## src/rtl/core/hse_pkg.sv

```systemverilog
// shared types and constants for the heap sort engine
// command and status structs that join the controller and the datapath
package hse_pkg;

    localparam int VAL_W     = 32;
    localparam int DEPTH_DEF = 64;

    // commands from the controller to the datapath
    typedef struct packed {
        logic load_wr;
        logic start;
        logic build_rd;
        logic build_ld;
        logic sift_rd;
        logic sift_cmp;
        logic sift_fin;
        logic ext_rd;
        logic ext_wr;
        logic out_rd;
        logic out_ld;
    } t_cmd;

    // datapath status seen by the controller
    typedef struct packed {
        logic child_in;
        logic sift_cont;
        logic bi_zero;
        logic end_zero;
        logic out_free;
        logic out_last;
    } t_sts;

endpackage

```

## src/rtl/core/hse_ctrl.sv

```systemverilog
// sequencer for the heap sort engine: load, heap build, extraction, output
// depends on hse_pkg for the command and status structs
module hse_ctrl (
    input  logic          i_clk,
    input  logic          i_rst_n,
    input  logic          i_s_axis_tvalid,
    input  logic          i_s_axis_tlast,
    output logic          o_s_axis_tready,
    input  hse_pkg::t_sts i_sts,
    output hse_pkg::t_cmd o_cmd
);
    import hse_pkg::*;

    localparam logic [3:0] ST_LOAD     = 4'd0;
    localparam logic [3:0] ST_START    = 4'd1;
    localparam logic [3:0] ST_NEXT     = 4'd2;
    localparam logic [3:0] ST_BUILD_RD = 4'd3;
    localparam logic [3:0] ST_BUILD_LD = 4'd4;
    localparam logic [3:0] ST_SIFT_CHK = 4'd5;
    localparam logic [3:0] ST_SIFT_CMP = 4'd6;
    localparam logic [3:0] ST_EXT_RD   = 4'd7;
    localparam logic [3:0] ST_EXT_WR   = 4'd8;
    localparam logic [3:0] ST_OUT_RD   = 4'd9;
    localparam logic [3:0] ST_OUT_LD   = 4'd10;

    logic [3:0] r_state;
    logic [3:0] n_state;

    always_ff @(posedge i_clk) begin
        if (!i_rst_n) begin
            r_state <= ST_LOAD;
        end else begin
            r_state <= n_state;
        end
    end

    always_comb begin
        n_state         = r_state;
        o_cmd           = '0;
        o_s_axis_tready = 1'b0;
        unique case (r_state)
            ST_LOAD: begin
                o_s_axis_tready = 1'b1;
                if (i_s_axis_tvalid) begin
                    o_cmd.load_wr = 1'b1;
                    if (i_s_axis_tlast) begin
                        n_state = ST_START;
                    end
                end
            end
            ST_START: begin
                o_cmd.start = 1'b1;
                n_state     = ST_NEXT;
            end
            // build while heap nodes remain, then extract, then stream out
            ST_NEXT: begin
                if (!i_sts.bi_zero) begin
                    n_state = ST_BUILD_RD;
                end else if (i_sts.end_zero) begin
                    n_state = ST_OUT_RD;
                end else begin
                    n_state = ST_EXT_RD;
                end
            end
            ST_BUILD_RD: begin
                o_cmd.build_rd = 1'b1;
                n_state        = ST_BUILD_LD;
            end
            ST_BUILD_LD: begin
                o_cmd.build_ld = 1'b1;
                n_state        = ST_SIFT_CHK;
            end
            ST_SIFT_CHK: begin
                if (i_sts.child_in) begin
                    o_cmd.sift_rd = 1'b1;
                    n_state       = ST_SIFT_CMP;
                end else begin
                    o_cmd.sift_fin = 1'b1;
                    n_state        = ST_NEXT;
                end
            end
            ST_SIFT_CMP: begin
                o_cmd.sift_cmp = 1'b1;
                n_state        = i_sts.sift_cont ? ST_SIFT_CHK : ST_NEXT;
            end
            ST_EXT_RD: begin
                o_cmd.ext_rd = 1'b1;
                n_state      = ST_EXT_WR;
            end
            ST_EXT_WR: begin
                o_cmd.ext_wr = 1'b1;
                n_state      = ST_SIFT_CHK;
            end
            ST_OUT_RD: begin
                o_cmd.out_rd = 1'b1;
                n_state      = ST_OUT_LD;
            end
            ST_OUT_LD: begin
                if (i_sts.out_free) begin
                    o_cmd.out_ld = 1'b1;
                    n_state      = i_sts.out_last ? ST_LOAD : ST_OUT_RD;
                end
            end
            default: begin
                n_state = ST_LOAD;
            end
        endcase
    end

endmodule

```

## src/rtl/core/hse_dp.sv

```systemverilog
// datapath of the heap sort engine: element memory, sift registers, output register
// depends on hse_pkg; driven by hse_ctrl through t_cmd, reports through t_sts
module hse_dp #(
    parameter int DEPTH = hse_pkg::DEPTH_DEF
) (
    input  logic                      i_clk,
    input  logic                      i_rst_n,
    input  hse_pkg::t_cmd             i_cmd,
    output hse_pkg::t_sts             o_sts,
    input  logic [hse_pkg::VAL_W-1:0] i_value,
    input  logic                      i_m_axis_tready,
    output logic                      o_m_axis_tvalid,
    output logic [hse_pkg::VAL_W-1:0] o_m_axis_tdata,
    output logic                      o_m_axis_tlast,
    output logic                      o_m_axis_tuser
);
    import hse_pkg::*;

    localparam int AW = $clog2(DEPTH);
    localparam int CW = $clog2(DEPTH + 1);
    localparam logic [CW-1:0] DEPTH_C = CW'(DEPTH);

    logic [VAL_W-1:0] r_mem [DEPTH];

    logic [CW-1:0]    r_count;
    logic             r_ovf;
    logic [AW-1:0]    r_bi;
    logic [AW-1:0]    r_node;
    logic [AW-1:0]    r_end;
    logic [AW-1:0]    r_k;
    logic [VAL_W-1:0] r_v;
    logic [VAL_W-1:0] r_rd0;
    logic [VAL_W-1:0] r_rd1;
    logic             r_out_valid;
    logic [VAL_W-1:0] r_out_val;
    logic             r_out_last;
    logic             r_out_drop;

    logic [AW:0]      w_child;
    logic             w_child_in;
    logic             w_has_right;
    logic             w_pick_r;
    logic [VAL_W-1:0] w_big;
    logic             w_cont;
    logic [AW-1:0]    w_next_node;
    logic             w_k_last;
    logic             w_out_free;
    logic             w_room;

    logic             w_we;
    logic [AW-1:0]    w_wa;
    logic [VAL_W-1:0] w_wd;
    logic             w_re;
    logic [AW-1:0]    w_ra0;
    logic [AW-1:0]    w_ra1;

    assign w_child     = {r_node, 1'b1};
    assign w_child_in  = w_child <= {1'b0, r_end};
    assign w_has_right = w_child < {1'b0, r_end};
    assign w_pick_r    = w_has_right && ($signed(r_rd0) < $signed(r_rd1));
    assign w_big       = w_pick_r ? r_rd1 : r_rd0;
    assign w_cont      = $signed(r_v) < $signed(w_big);
    assign w_next_node = w_child[AW-1:0] + AW'(w_pick_r);
    assign w_k_last    = (CW'(r_k) + CW'(1)) == r_count;
    assign w_out_free  = !r_out_valid || i_m_axis_tready;
    assign w_room      = r_count < DEPTH_C;

    assign o_sts.child_in  = w_child_in;
    assign o_sts.sift_cont = w_cont;
    assign o_sts.bi_zero   = r_bi == '0;
    assign o_sts.end_zero  = r_end == '0;
    assign o_sts.out_free  = w_out_free;
    assign o_sts.out_last  = w_k_last;

    // read port addresses
    always_comb begin
        w_re  = i_cmd.build_rd | i_cmd.sift_rd | i_cmd.ext_rd | i_cmd.out_rd;
        w_ra0 = r_k;
        w_ra1 = r_end;
        if (i_cmd.build_rd) begin
            w_ra0 = r_bi - AW'(1);
        end else if (i_cmd.sift_rd) begin
            w_ra0 = w_child[AW-1:0];
            w_ra1 = w_child[AW-1:0] + AW'(1);
        end else if (i_cmd.ext_rd) begin
            w_ra0 = '0;
        end
    end

    // write port: store, sift hole fill, or root moved to the heap end
    always_comb begin
        w_we = 1'b0;
        w_wa = r_node;
        w_wd = r_v;
        if (i_cmd.load_wr) begin
            w_we = w_room;
            w_wa = r_count[AW-1:0];
            w_wd = i_value;
        end else if (i_cmd.sift_cmp) begin
            w_we = 1'b1;
            w_wd = w_cont ? w_big : r_v;
        end else if (i_cmd.sift_fin) begin
            w_we = 1'b1;
        end else if (i_cmd.ext_wr) begin
            w_we = 1'b1;
            w_wa = r_end;
            w_wd = r_rd0;
        end
    end

    always_ff @(posedge i_clk) begin
        if (w_we) begin
            r_mem[w_wa] <= w_wd;
        end
    end

    always_ff @(posedge i_clk) begin
        if (w_re) begin
            r_rd0 <= r_mem[w_ra0];
            r_rd1 <= r_mem[w_ra1];
        end
    end

    // batch control state
    always_ff @(posedge i_clk) begin
        if (!i_rst_n) begin
            r_count     <= '0;
            r_ovf       <= 1'b0;
            r_out_valid <= 1'b0;
        end else begin
            if (i_cmd.load_wr) begin
                if (w_room) begin
                    r_count <= r_count + CW'(1);
                end else begin
                    r_ovf <= 1'b1;
                end
            end
            if (i_cmd.out_ld && w_k_last) begin
                r_count <= '0;
                r_ovf   <= 1'b0;
            end
            if (i_cmd.out_ld) begin
                r_out_valid <= 1'b1;
            end else if (i_m_axis_tready) begin
                r_out_valid <= 1'b0;
            end
        end
    end

    // sort indices and held values
    always_ff @(posedge i_clk) begin
        if (i_cmd.start) begin
            r_bi  <= AW'(r_count >> 1);
            r_end <= AW'(r_count - CW'(1));
            r_k   <= '0;
        end
        if (i_cmd.build_rd) begin
            r_bi   <= r_bi - AW'(1);
            r_node <= r_bi - AW'(1);
        end
        if (i_cmd.build_ld) begin
            r_v <= r_rd0;
        end
        if (i_cmd.sift_cmp && w_cont) begin
            r_node <= w_next_node;
        end
        if (i_cmd.ext_wr) begin
            r_v    <= r_rd1;
            r_node <= '0;
            r_end  <= r_end - AW'(1);
        end
        if (i_cmd.out_ld) begin
            r_k        <= r_k + AW'(1);
            r_out_val  <= r_rd0;
            r_out_last <= w_k_last;
            r_out_drop <= r_ovf;
        end
    end

    assign o_m_axis_tvalid = r_out_valid;
    assign o_m_axis_tdata  = r_out_val;
    assign o_m_axis_tlast  = r_out_last;
    assign o_m_axis_tuser  = r_out_drop;

endmodule

```

## src/rtl/core/heap_sort_engine_core.sv

```systemverilog
// Batch heap sorter. Signed 32-bit values stream in, one per cycle, and are
// stored until a beat with tlast arrives (that beat belongs to the batch);
// beats past DEPTH entries are discarded and every result of that batch then
// carries tuser = 1. The batch is turned into a max-heap and extracted in
// place in a single memory with two read ports and one write port, then
// streamed out smallest first with tlast on the final result. The input takes
// no beats from the tlast beat until the last result is loaded into the output
// register. Each heap level of a sift reads the children, then compares and
// writes; each result is read from memory and then loaded into the output
// register once that register is free.
// depends on hse_pkg, hse_ctrl and hse_dp
module heap_sort_engine_core #(
    parameter int DEPTH = hse_pkg::DEPTH_DEF
) (
    input  logic                      i_clk,
    input  logic                      i_rst_n,
    input  logic                      i_s_axis_tvalid,
    output logic                      o_s_axis_tready,
    input  logic [hse_pkg::VAL_W-1:0] i_s_axis_tdata,  // [31:0] value
    input  logic                      i_s_axis_tlast,
    output logic                      o_m_axis_tvalid,
    input  logic                      i_m_axis_tready,
    output logic [hse_pkg::VAL_W-1:0] o_m_axis_tdata,  // [31:0] sorted_value
    output logic                      o_m_axis_tlast,
    output logic                      o_m_axis_tuser   // [0] dropped
);
    import hse_pkg::*;

    t_cmd w_cmd;
    t_sts w_sts;

    hse_ctrl u_ctrl (
        .i_clk           (i_clk),
        .i_rst_n         (i_rst_n),
        .i_s_axis_tvalid (i_s_axis_tvalid),
        .i_s_axis_tlast  (i_s_axis_tlast),
        .o_s_axis_tready (o_s_axis_tready),
        .i_sts           (w_sts),
        .o_cmd           (w_cmd)
    );

    hse_dp #(
        .DEPTH (DEPTH)
    ) u_dp (
        .i_clk           (i_clk),
        .i_rst_n         (i_rst_n),
        .i_cmd           (w_cmd),
        .o_sts           (w_sts),
        .i_value         (i_s_axis_tdata),
        .i_m_axis_tready (i_m_axis_tready),
        .o_m_axis_tvalid (o_m_axis_tvalid),
        .o_m_axis_tdata  (o_m_axis_tdata),
        .o_m_axis_tlast  (o_m_axis_tlast),
        .o_m_axis_tuser  (o_m_axis_tuser)
    );

endmodule
```

## config.mk

```make
export PLATFORM = sky130hd
export DESIGN_NAME = heap_sort_engine_core
export DESIGN_NICKNAME = d
export VERILOG_FILES = /design/src/rtl/core/hse_pkg.sv /design/src/rtl/core/hse_ctrl.sv /design/src/rtl/core/hse_dp.sv /design/src/rtl/core/heap_sort_engine_core.sv
export SDC_FILE = /design/constraint.sdc
export NUM_CORES = 2
export LEC_CHECK = 0
export BUFFER_PORTS_ARGS = -buffer_cell sky130_fd_sc_hd__buf_4
export CAP_MARGIN = 20
export CORE_ASPECT_RATIO = 0.8
export CORE_MARGIN = 2
export CORE_UTILIZATION = 45
export CTS_CLUSTER_DIAMETER = 50
export CTS_CLUSTER_SIZE = 12
export DETAILED_ROUTE_END_ITERATION = 6
export PLACE_DENSITY_LB_ADDON = 0.15
export SLEW_MARGIN = 5
export SYNTH_ARGS = -nofsm -noshare
export SYNTH_HDL_FRONTEND = slang
export SYNTH_HIERARCHICAL = 1
export SYNTH_SLANG_ARGS = --single-unit
export TNS_END_PERCENT = 30
```

## constraint.sdc

```tcl
create_clock -name i_clk -period 17.9 [get_ports i_clk]
set_clock_uncertainty 0.1 [all_clocks]
set_input_delay 2.685 -clock i_clk [delete_from_list [all_inputs] [get_ports i_clk]]
set_output_delay 2.685 -clock i_clk [all_outputs]
set_load 0.02 [all_outputs]
```

==> flow_metrics.py <==
metrics = {
    "power_and_ir_drop": {
        "powerDensity_nw_per_um2": 144,
        "vdd_drop_max_v": 0.000108,
        "p_leak_uw": 0.0371,
    },
    "worst_setup_path": {
        "r2r-start": "u_dp/r_end[2]",
        "criticalPathCategory": "flip-flop to flip-flop",
        "critPathMaxFanout": 96,
        "reg2reg_to": "u_dp/r_rd0[17]",
        "worstPathArrival_ns": 8.51,
        "rr_worst_depth": 21,
        "required_ns": 18.39,
        "critPathCaptureType": "flip-flop",
        "start_kind": "flip-flop",
        "rrSetupSlack_ns": 9.88,
    },
    "clocking": {
        "cts_tree": "yes",
        "cts.clk_slew.worst_paths_ns": 0.06,
        "post_cts_buffers": 0,
        "clock_latency_ns": 0.93,
        "cts_htree_levels": 4,
        "hold_buffers": 0,
        "cts_buffers": 232,
        "cts_root_buf": "clkbuf_16",
        "numClockSinks": 2215,
        "cts_buffer_depth": 4,
        "cts_resized": 0,
    },
    "die": {
        "die_area_sq_um": 240000,
        "num_rows": 159,
        "die_h_microns": 438,
        "ios": 73,
        "initial_core_util_pct": 45.2,
        "die_x_microns": 547,
        "core_area_sq_um": 235000,
    },
    "yosys": {
        "synth_edf_count": 2196,
        "ys_warn_count": 6,
        "synth_nets": 6154,
        "yosys.area_share.simple_pct": 4.57,
        "syn_inst": 6043,
        "synthFlopType": "edfxtp_1",
        "synth-seq-area-share_pct": 62.5,
        "synth_top_family_by_area": "multiplexers",
        "muxShareOfSynthArea_pct": 24.0,
        "synthXorXnorAreaFrac_pct": 0.256,
        "netlist_area_sq_um": 106000,
        "async_reset_ff_share_pct": 0,
        "synth_compound_area_share_pct": 5.41,
        "synth_common_cells": "2,196 x edfxtp_1, 992 x mux4_2, 511 x nand2_1, 288 x a211oi_1, 215 x clkbuf_1",
        "synth-adder-area-share_pct": 0.872,
        "yosysMostFrequentCell": "edfxtp_1",
        "synth.avg_cell_area_sq_um": 17.6,
        "synth.largest_area_cell": "edfxtp_1",
        "yosysUniqueCellTypes": 75,
        "synth_top_cell_area_share_pct": 62.1,
        "ys_top_cells_by_area": "edfxtp_1 62%, mux4_2 21%, a211oi_1 2.0%, mux2i_1 1.9%, nand2_1 1.8%",
        "ys_ff_latch": 2215,
    },
    "sta": {
        "fin_crit_ns": 8.02,
        "finalHoldViolations": 0,
        "rsz0062_at_grt": "no",
        "worstMarginPinSlew_ns": 1.22,
        "finalSetupViolCount": 0,
        "maxSlewHeadroom_pct": 18.7,
        "slew_violations": 0,
        "fmax_mhz": 125,
        "period_share_pct": 44.8,
        "whs_ns": 0.372,
        "finalSetupTns_ns": 0,
    },
    "global_route": {
        "antenna_found_initial": 9,
        "busiest_layer": "met1",
        "gr-usage-all-layers_pct": 30.0,
        "gr-usage-met2_pct": 43.0,
        "grt_pass1_vias": 62200,
        "grt_use_met3_pct": 8.76,
        "grt_start_max_net_pins": 116,
        "globalRouteMet1Util_pct": 44.5,
        "overflow": 0,
        "grt_pass1_wl_microns": 501000,
    },
    "routing": {
        "drc": 27,
        "ant_nets": 0,
        "dr.pass1.iters": 7,
        "via_per_inst": 6.97,
        "wl_microns": 364000,
        "wl_per_cell_microns": 39.0,
        "via_count": 64900,
        "drt_iter0_drc": 10000,
    },
    "status": {
        "outcome": "finished with violations",
        "violations": "DRC",
    },
    "placed_design": {
        "dp_hpwl_microns": 204000,
        "gp_congestion": 0.919,
        "io_buffers": 72,
        "dpl.cell_count": 8974,
    },
    "run": {
        "cap_violations": 0,
    },
    "hold_path": {
        "hold_class": "flip-flop to flip-flop",
        "hold_start": "u_dp/r_ovf",
        "min_delay_path_depth": 0,
        "whs_endpoint": "u_dp/o_m_axis_tuser",
    },
    "layout": {
        "finalNetCount": 6193,
        "drive_above_1_share_pct": 29.2,
        "area_delta_synth_final_pct": 11.1,
        "final_util_pct": 50.3,
        "layout.cells.non_filler": 9321,
    },
}
-- area by class of cell --
cell class | instances | area [sq um]
Multi-Input combinational cell | 3259 | 38100
Clock inverter | 66 | 754
Clock buffer | 264 | 6010
Tap cell | 3139 | 3930
Fill cell | 19000 | 117000
Antenna cell | 4 | 10.0
Timing Repair Buffer | 288 | 2600
Sequential cell | 2215 | 66300
Inverter | 86 | 325
-- registers in the layout, summed over array words and instances (netlist names) --
register / cells
u_ctrl/r_state: 4
u_dp/o_m_axis_tdata: 32
u_dp/o_m_axis_tlast: 1
u_dp/o_m_axis_tuser: 1
u_dp/o_m_axis_tvalid: 1
u_dp/r_bi: 6
u_dp/r_count: 7
u_dp/r_end: 6
u_dp/r_k: 6
u_dp/r_mem: 2048
u_dp/r_node: 6
u_dp/r_ovf: 1
u_dp/r_rd0: 32
u_dp/r_rd1: 32
u_dp/r_v: 32
-- cell families after synthesis --
group | count (synthesis)
compound gates | 824
xor+xnor | 31
fa+ha+maj | 74
buf+inv | 569
flops | 2215
mux | 1295
simple gates | 1035
-- metrics by stage --
step	total power, uW	cell area (sq um)	setup slack [ns]
after CTS	16900	118000	9.98
after detailed placement	12400	111000	10.03
after global routing	17600	118000	9.33
after global placement	12300	111000	9.94
after floorplan	10400	106000	10.03
final	17000	118000	9.88
-- worst max path at each step --
stage,to,slack [ns],start
2_1_floorplan,u_dp/r_mem[0][0],10.03,u_dp/r_rd0[31]
3_3_place_gp,u_dp/r_rd0[0],9.94,u_dp/r_end[2]
3_5_place_dp,u_dp/r_mem[4][25],10.03,u_dp/r_rd0[13]
4_1_cts,u_dp/r_mem[39][6],9.98,u_dp/r_rd0[23]
5_1_grt,u_dp/r_rd1[20],9.33,u_dp/r_end[2]
6_report,u_dp/r_rd0[17],9.88,u_dp/r_end[2]
-- layer usage --
| metal | wire length [microns] | share of wire [%] |
|---|---|---|
| met5 | 276 | 0.076 |
| met4 | 12100 | 3.3 |
| met3 | 47500 | 13 |
| met1 | 147000 | 40 |
| met2 | 157000 | 43 |
-- critical path, cell delays in order, from the launching register on --
cell,delay [ns]
edfxtp_1,0.50
inv_1,0.10
ha_1,0.30
nor2b_1,0.14
o21ai_0,0.24
and3_1,0.28
a41o_1,0.19
inv_1,0.07
nor3_2,0.72
a211oi_1,0.24
a21oi_4,0.26
buf_12,0.53
buf_4,0.65
buf_4,0.75
buf_4,0.79
mux4_2,0.42
nor2b_1,0.15
a211oi_1,0.24
a211oi_1,0.09
nor3_1,0.40
buf_4,0.27
a31oi_1,0.07
-- power by group --
group | switching (uW) | internal, uW
logic | 3720 | 2140
registers | 152 | 6430
clock network | 2000 | 2560
total | 5870 | 11100
-- placed cells by master, fill, tap and decap left out, types with 14 or more instances in the layout --
| cell type | netlist | routed |
|---|---|---|
| and2_1 | 123 | 122 |
| clkinv_1 | 0 | 15 |
| mux2i_1 | 204 | 204 |
| nor2_1 | 112 | 47 |
| clkbuf_16 | 0 | 235 |
| clkbuf_1 | 215 | 27 |
| a311oi_1 | 85 | 85 |
| a31oi_1 | 101 | 101 |
| and3_1 | 20 | 20 |
| bufinv_16 | 0 | 14 |
| nor2b_1 | 100 | 100 |
| mux2_2 | 97 | 96 |
| nor3_1 | 48 | 42 |
| buf_12 | 0 | 27 |
| o21ai_0 | 56 | 55 |
| clkinv_2 | 0 | 16 |
| o211ai_1 | 65 | 65 |
| edfxtp_1 | 2196 | 2196 |
| nand2_1 | 511 | 511 |
| xnor2_1 | 15 | 15 |
| o31a_2 | 0 | 29 |
| a211oi_1 | 288 | 288 |
| ha_1 | 74 | 74 |
| xor2_1 | 16 | 16 |
| mux4_2 | 992 | 992 |
| a21oi_1 | 141 | 134 |
| nor2_4 | 0 | 64 |
| nand4_1 | 19 | 19 |
| nand3_1 | 55 | 55 |
| dfxtp_1 | 19 | 19 |
| buf_4 | 40 | 252 |
| inv_1 | 85 | 85 |
Note: power is estimated with default switching activity, not from simulation.
